--- config.mk ---
export PLATFORM = sky130hd
export DESIGN_NAME = wru_calc
export DESIGN_NICKNAME = d
export VERILOG_FILES = /design/src/hdl/wru_pkg.sv /design/src/hdl/wru_calc.sv
export SDC_FILE = /design/constraint.sdc
export NUM_CORES = 1
export LEC_CHECK = 0
export ABC_AREA = 1
export BUFFER_PORTS_ARGS = -buffer_cell sky130_fd_sc_hd__clkbuf_2
export CAP_MARGIN = 40
export CORE_MARGIN = 2
export CORE_UTILIZATION = 45
export DETAILED_ROUTE_END_ITERATION = 10
export HOLD_SLACK_MARGIN = 0.06
export PLACE_DENSITY = 0.62
export SKIP_LAST_GASP = 1
export SLEW_MARGIN = 20
export SYNTH_ARGS = -nofsm -noshare
export SYNTH_HDL_FRONTEND = slang
export SYNTH_SLANG_ARGS = --single-unit
--- constraint.sdc ---
create_clock -name clk -period 3.55 [get_ports clk]
set_clock_uncertainty 0.2 [all_clocks]
set_input_delay 1.065 -clock clk [delete_from_list [all_inputs] [get_ports clk]]
set_output_delay 1.065 -clock clk [all_outputs]
set_load 0.1 [all_outputs]
--- src/hdl/wru_pkg.sv ---
`timescale 1ns / 1ps
// wru_pkg: shared types and constants of the water ripple height update unit.
// No dependencies.
package wru_pkg;

	localparam int MAX_WIDTH   = 1024;
	localparam int MAX_ROWS    = 1024;
	localparam int HEIGHT_BITS = 16;
	localparam int ADDR_BITS   = $clog2(MAX_WIDTH);
	localparam int POS_BITS    = 10;
	localparam int DIM_BITS    = 11;
	localparam int SKIP_BITS   = 10;
	localparam int SHIFT_BITS  = 4;
	localparam int SUM_BITS    = HEIGHT_BITS + 4;
	localparam int NH_BITS     = HEIGHT_BITS + 2;
	localparam int MIN_DIM     = 3;

	typedef enum logic [1:0] {
		CFG_FIELD_WIDTH   = 2'd0,
		CFG_FIELD_HEIGHT  = 2'd1,
		CFG_TOP_SKIP      = 2'd2,
		CFG_DAMPING_SHIFT = 2'd3
	} cfg_idx_t;

	typedef struct packed {
		logic signed [HEIGHT_BITS-1:0] two_up;
		logic signed [HEIGHT_BITS-1:0] one_up;
		logic signed [HEIGHT_BITS-1:0] older;
	} line_rd_t;

	typedef struct packed {
		logic signed [SUM_BITS-1:0]    sum;
		logic signed [HEIGHT_BITS-1:0] centre;
		logic [POS_BITS-1:0]           row;
		logic [POS_BITS-1:0]           col;
	} calc_in_t;

endpackage

--- src/hdl/wru_calc.sv ---
`timescale 1ns / 1ps
// wru_calc: arithmetic pipeline from window sum to damped, saturated height.
// Three registered stages with valid/ready chaining. Uses wru_pkg.
module wru_calc import wru_pkg::*; (
	input  logic                          clk,
	input  logic                          arst_n,
	input  logic                          in_valid,
	output logic                          in_ready,
	input  calc_in_t                      in_data,
	input  logic [SHIFT_BITS-1:0]         damping_shift,
	output logic                          out_valid,
	input  logic                          out_ready,
	output logic signed [HEIGHT_BITS-1:0] new_height,
	output logic [POS_BITS-1:0]           cell_row,
	output logic [POS_BITS-1:0]           cell_column
);

	localparam logic signed [NH_BITS-1:0] SAT_HI = NH_BITS'((1 << (HEIGHT_BITS - 1)) - 1);
	localparam logic signed [NH_BITS-1:0] SAT_LO = -SAT_HI - NH_BITS'(1);

	logic                          v_s2;
	calc_in_t                      d_s2;
	logic                          v_s3;
	logic signed [NH_BITS-1:0]     nh_s3;
	logic [POS_BITS-1:0]           row_s3;
	logic [POS_BITS-1:0]           col_s3;
	logic                          out_valid_q;
	logic signed [HEIGHT_BITS-1:0] height_q;
	logic [POS_BITS-1:0]           row_q;
	logic [POS_BITS-1:0]           col_q;

	logic                          out_free;
	logic                          go3;
	logic                          free3;
	logic                          go2;
	logic signed [NH_BITS-1:0]     nh_c;
	logic signed [NH_BITS-1:0]     damp_c;
	logic signed [HEIGHT_BITS-1:0] sat_c;

	assign out_free = !out_valid_q || out_ready;
	assign go3      = v_s3 && out_free;
	assign free3    = !v_s3 || out_free;
	assign go2      = v_s2 && free3;
	assign in_ready = !v_s2 || go2;

	assign nh_c   = NH_BITS'(d_s2.sum >>> 2) - NH_BITS'(d_s2.centre);
	assign damp_c = nh_s3 - (nh_s3 >>> damping_shift);

	always_comb begin
		if (damp_c > SAT_HI) begin
			sat_c = HEIGHT_BITS'(SAT_HI);
		end else if (damp_c < SAT_LO) begin
			sat_c = HEIGHT_BITS'(SAT_LO);
		end else begin
			sat_c = HEIGHT_BITS'(damp_c);
		end
	end

	always_ff @(posedge clk or negedge arst_n) begin
		if (!arst_n) begin
			v_s2        <= 1'b0;
			v_s3        <= 1'b0;
			out_valid_q <= 1'b0;
		end else begin
			if (in_valid && in_ready) begin
				v_s2 <= 1'b1;
			end else if (go2) begin
				v_s2 <= 1'b0;
			end
			if (go2) begin
				v_s3 <= 1'b1;
			end else if (go3) begin
				v_s3 <= 1'b0;
			end
			if (go3) begin
				out_valid_q <= 1'b1;
			end else if (out_ready) begin
				out_valid_q <= 1'b0;
			end
		end
	end

	always_ff @(posedge clk) begin
		if (in_valid && in_ready) begin
			d_s2 <= in_data;
		end
		if (go2) begin
			nh_s3  <= nh_c;
			row_s3 <= d_s2.row;
			col_s3 <= d_s2.col;
		end
		if (go3) begin
			height_q <= sat_c;
			row_q    <= row_s3;
			col_q    <= col_s3;
		end
	end

	assign out_valid   = out_valid_q;
	assign new_height  = height_q;
	assign cell_row    = row_q;
	assign cell_column = col_q;

	a_s2_hold: assert property (@(posedge clk) disable iff (!arst_n)
		v_s2 && !free3 |=> v_s2 && $stable(d_s2))
		else $error("stage 2 lost or changed while stalled");

	a_s3_hold: assert property (@(posedge clk) disable iff (!arst_n)
		v_s3 && !out_free |=> v_s3 && $stable(nh_s3))
		else $error("stage 3 lost or changed while stalled");

	a_out_src: assert property (@(posedge clk) disable iff (!arst_n)
		$rose(out_valid_q) |-> $past(v_s3))
		else $error("result raised without stage 3 item");

endmodule

After elaboration in Yosys (flattened, before gate mapping)
Index checks and enable logic that the tools add are counted.
{"block": "word_totals", "memories": 0, "register_bits": 133, "latch_bits": 0, "rom_bits": 0, "mem_bits_rw": 0, "output_inout_bits": 38, "inputBits": 64}
{"block": "op_classes", "muxes": 7, "div": 0, "shift": 1, "n_reduce_logical": 12, "addsub": 2, "bitwise": 0, "order_cmp": 2, "eq_ne": 0, "mul": 0}
{"op": "> comparator 18 x 16 -> 1 bit (second input constant)", "n": 1}
{"op": "< comparator 18 x 16 -> 1 bit (second input constant)", "n": 1}
{"op": ">>> shifter 18 x 4 -> 18 bit", "n": 1}
{"op": "subtractor 18 x 16 -> 18 bit", "n": 1}
{"op": "subtractor 18 bit", "n": 1}
{"op": "2-to-1 mux 16 bit", "n": 1}
{"op": "2-to-1 mux 1 bit", "n": 6}
{"op": "nonzero test 2 bit", "n": 3}
{"op": "logical AND 1 bit", "n": 3}
{"op": "logical NOT 1 bit", "n": 3}
{"op": "logical OR 1 bit", "n": 3}

Longest topological paths before layout
{"block": "logic_depth", "depth_word": 7, "depth_mapped": 25}

Worst setup path after synthesis
Ideal clock, no wire load.
{"block": "synth_path", "path_type": "input to register", "from": "input port damping_shift[0]", "to": "register height_q[10] (netlist: new_height[10]) (data pin)", "t_arrival_ns": 3.571, "required_ns": 3.098, "setup_ns": 0.252, "setup_slack_ns": -0.474, "cell_stages": 22, "n_path_buf": 3, "cell_sequence": "buf_2 -> inv_1 -> buf_2 -> nand2_1 -> nand3_1 -> o21ai_0 -> o21ai_0 -> a22o_1 -> ha_1 -> inv_1 -> fa_1 -> nand3_1 -> nand3_2 -> nand2_2 -> nand2_2 -> nand2_2 -> nand2_1 -> nand2_1 -> nand2_2 -> o21ai_4 -> buf_6 -> nand2_1"}
{"block": "synth_between", "elab_chain_cells": 4, "elab_cells_between_ends": 5, "classes_between": "add/sub (1); order compare (2); shift (1); mux (1)"}
{"item": "start: declaration", "line": "wru_calc.sv:10", "source": "input logic [SHIFT_BITS-1:0] damping_shift,"}
{"item": ">>> shifter 18 x 4 -> 18 bit *", "line": "wru_calc.sv:47", "source": "assign damp_c = nh_s3 - (nh_s3 >>> damping_shift);"}
{"item": "subtractor 18 bit *", "line": "wru_calc.sv:47"}
{"item": "< comparator 18 x 16 -> 1 bit", "line": "wru_calc.sv:52", "source": "end else if (damp_c < SAT_LO) begin"}
{"item": "2-to-1 mux 16 bit", "line": "wru_calc.sv:52"}
{"item": "end signal: assignment", "line": "wru_calc.sv:93", "source": "height_q <= sat_c;"}
{"item": "end: declaration", "line": "wru_calc.sv:28", "source": "logic signed [HEIGHT_BITS-1:0] height_q;"}
Mark *: on every way between the ends. The rest lies on a longest branch, timed or not.
A chain may end at the register's enable or synchronous reset.

Worst setup path in the final report
{"block": "layout_path", "from": "input port damping_shift[0]", "to": "register height_q[1] (netlist: new_height[1]) (data pin)"}
Same word-level chain as after synthesis.

==> summary.txt <==
Status
  • Outcome: finished with violations
  • Failing checks: setup timing

Pwr
  • Leak pwr: 4.10 nW
  • Switching power: between 3 and 4 mW
  • Comb pwr share: approximately 47%
  • Seq pwr share: a little under a third
  • Internal power: approximately 4.3 mW
  • Design Power: 7.44 mW
  • Sw Ratio: 42.2%
  • Clock power frac: 22.5%
  • VDD IR max: 0.431 mV
  • PwrDens: 838 nW/um^2

Worst setup path
  • Worst-path maximum fanout: 7
  • WS Path Type: in -> reg
  • Worst Path Arrival: 3.59 ns
  • Crit start category: primary input
  • Critical path's top delay family: compound AO/OA/AOI/OAI gates
  • Most used cell, CP: nand2_2
  • Crit path buf inv count: 4
  • Worst Path Required: between 3 and 4 ns
  • Critical-path top delay cell: ha_1
  • Crit-path cells: buf_12 -> buf_4 -> mux2i_1 -> o21ai_1 -> nand2_1 -> nand2_1 -> o21ai_0 -> ha_1 -> nand2_1 -> inv_1 -> a21oi_2 -> nand2_4 -> nand2_2 -> nand2_2 -> nand2_2 -> nand2_4 -> o21ai_4 -> clkbuf_16 -> nand2_2
  • Critical Path Max Stage Delay: 0.32 ns
  • CP endpoint kind: register

Route
  • Initial DRC count: around 160
  • Drt first pass iters: 4
  • Wire length per cell: 13.1 um
  • Via count: about 5,000
  • DRC: 0
  • Via-to-Cell Ratio: 4.82
  • DRT antenna net count: 0
  • Routed WL: approximately 14,000 um

Synth
  • FFs w/ async S/R, synth: 2.29%
  • Synth cell types: 39
  • Cell with the most instances after synthesis: nand2_1
  • Post-Syn Area: between 6000 and 7000 um^2
  • Mean Syn Cell Area: 10.2 um^2
  • EDFF count, synth: approximately 130
  • Syn Inst Count: 660
  • Synth top cells by count: nand2_1, edfxtp_1, inv_1, o21ai_0, ha_1
  • Area contributors post-synth: edfxtp_1, nand2_1, ha_1, inv_1, o21ai_0
  • Top-area cell type share of the netlist area: 57.2%
  • Synth warn: 0
  • Syn nets: 761
  • Seq cells post-synth: 131
  • Most used DFF post-synth: edfxtp_1
  • Yosys top cell by area: edfxtp_1
  • Register area share after synthesis: 58.3%

Placed design
  • Post-placement cell area: a little under 8000 um^2
  • DP Wirelength: 10,400 um
  • PortBufs: 99
  • Final GP Congestion: 0.887

STA
  • Final number of max-transition violations: 0
  • # setup viols final: 15
  • RSZ-0062 raised after global routing: true
  • Final hold slack: around 0.22 ns
  • Tmin final: 3.62 ns
  • Slew headroom: 63.0%
  • Final Hold Vio Count: 0
  • Fmax: between 0.2 and 0.3 GHz
  • Final WS setup: -0.0655 ns
  • Ratio of final minimum period to clock period: 102%
  • Least-Margin Pin Slew: 0.557 ns

Finish
  • Nets@finish: 947
  • Share of layout cells above drive strength 1: 31.5%
  • Area growth syn-to-layout: 32.3%
  • Ant diodes: 0
  • Finished Core Util: between 60% and 70%
  • Fin area: 8890 um^2

Clock network
  • Clk Tree Root Cell: clkbuf_16
  • H-tree levels: 4
  • CTS tree: done
  • CTS Buf Count: 17
  • Hold bufs inserted after CTS: 0
  • CTS Sinks: approximately 130
  • Worst-skew pair later-pin latency: 0.42 ns
  • Clk buf depth: 2
  • Clk slew on worst S/H paths: about 0.06 ns

Global route
  • GR Layer Usage met3: 3.57%
  • Global route overflow: 0
  • First-pass GRT wire length: 22,300 um
  • M1 GR Usage: 20.7%
  • Total GRT Usage: ~18%
  • M2 GR Usage: 32.2%
  • Initial antenna violation count: 0
  • Largest net degree at the start of global routing: 38
  • Grt peak-use layer: met2
  • Vias in the first global route: 4,971

Floorplanning
  • Die area: 15,900 um^2
  • Row count: 44
  • Die Wd: 126 um
  • Core ar.: 14,500 um^2
  • IO Count: 102
  • Initial Utilization: 46.2%
  • Die Ht: 126 um

Flow run
  • Max Cap Violations: 0

Min path
  • Worst Hold Class: reg -> reg
==> area by class of cell <==
type	count	area, um^2
fillers	1215	5650
flip-flops and latches	131	3920
multi-input cells	434	2610
repair buffers	179	1230
clock buffers	19	433
inverters	83	330
well taps	184	230
clock inverters	13	135
==> cell families after synthesis <==
family | Yosys count | share of synthesized area, %
fa+ha+maj | 37 | 7.12
compound gates | 100 | 8.61
flops | 131 | 58.3
xor+xnor | 25 | 3.26
simple gates | 269 | 16.6
mux | 3 | 0.447
buf+inv | 95 | 5.66
==> power groups by stage <==
| stage | clock (mW) | sequential (mW) | combinational [mW] |
|---|---|---|---|
| floorplan | 0 | 3.35 | 1.33 |
| global placement | 0 | 2.30 | 3.16 |
| detailed placement | 0 | 2.31 | 3.21 |
| CTS | 1.71 | 2.28 | 3.25 |
| global route | 1.78 | 2.31 | 3.78 |
| finish | 1.67 | 2.28 | 3.49 |
==> worst register-to-register path: stages, from the launching register on <==
cell and delay [ns]:
edfxtp_1 0.38, inv_1 0.07, o21ai_1 0.21, nand2_1 0.08, o21ai_1 0.12, nand2_1 0.08, o211ai_1 0.08, o21ai_0 0.13
ha_1 0.36, nand2_1 0.18, inv_1 0.09, a21oi_2 0.20, nand2_4 0.09, nand2_2 0.09, nand2_2 0.05, nand2_2 0.08
nand2_4 0.07, o21ai_4 0.23, clkbuf_16 0.20, nand2_2 0.04
==> worst paths after layout <==
path | depth (start not counted) | slack, ns | endpoint | start
max | 19 | -0.07 | new_height[1] | damping_shift[0]
min in group asynchronous | 1 | 0.23 | v_s3 | arst_n
max in group asynchronous | 1 | 2.81 | out_valid | arst_n
min reg2reg | 0 | 0.22 | cell_column[9] | col_s3[9]
max reg2reg | 19 | 0.28 | new_height[1] | nh_s3[6]
min | 0 | 0.22 | cell_column[9] | col_s3[9]
==> per-layer routing <==
metal | routed length [um] | vias up
met5 | 0 | -
met4 | 295 | 0
met3 | 479 | 25
met2 | 7230 | 115
met1 | 5690 | 2284
li1 | - | 2608
==> cells in the final DEF (no fill, tap or decap), types with 3 or more instances in the layout <==
cell type,count
dfrtp_1,3
nand3_1,24
ha_1,33
nor2_1,23
o211ai_1,6
o21bai_1,4
buf_6,4
xor2_1,19
nand2_2,24
clkbuf_2,97
buf_12,5
clkinv_4,3
nand2_4,5
edfxtp_1,128
nor3_1,3
mux2i_1,3
clkbuf_16,19
nand2_1,173
o21ai_0,19
a21o_1,3
clkinv_1,3
a21boi_0,3
a21oi_1,26
buf_4,69
nand3_2,5
xnor2_1,6
o21ai_2,6
a21oi_2,7
o21ai_1,16
inv_1,78
==> registers in the layout, summed over array words and instances (netlist names) <==
signal / cells
out_valid: 1
row_s3: 10
v_s3: 1
d_s2: 54
col_s3: 10
cell_row: 10
nh_s3: 18
v_s2: 1
cell_column: 10
new_height: 16
==> stage by stage <==
step                std cells  worst slack, ns  TNS (ns)
floorplan                 660           -0.164     -1.86
global placement          996           -0.707    -10.90
detailed placement        996           -0.737    -11.24
CTS                      1031         -0.00602   -0.0115
global route             1043           -0.241     -3.33
finish                   1043          -0.0655    -0.687
==> repair_timing <==
action / CTS / global route
pin swaps: 2 / 34
cloned: 0 / 2
endpoints found under the setup margin: 15 / 16
buffers inserted: 3 / 10
resized for setup: 11 / 69
No activity file was read; power rests on OpenSTA's default activity.
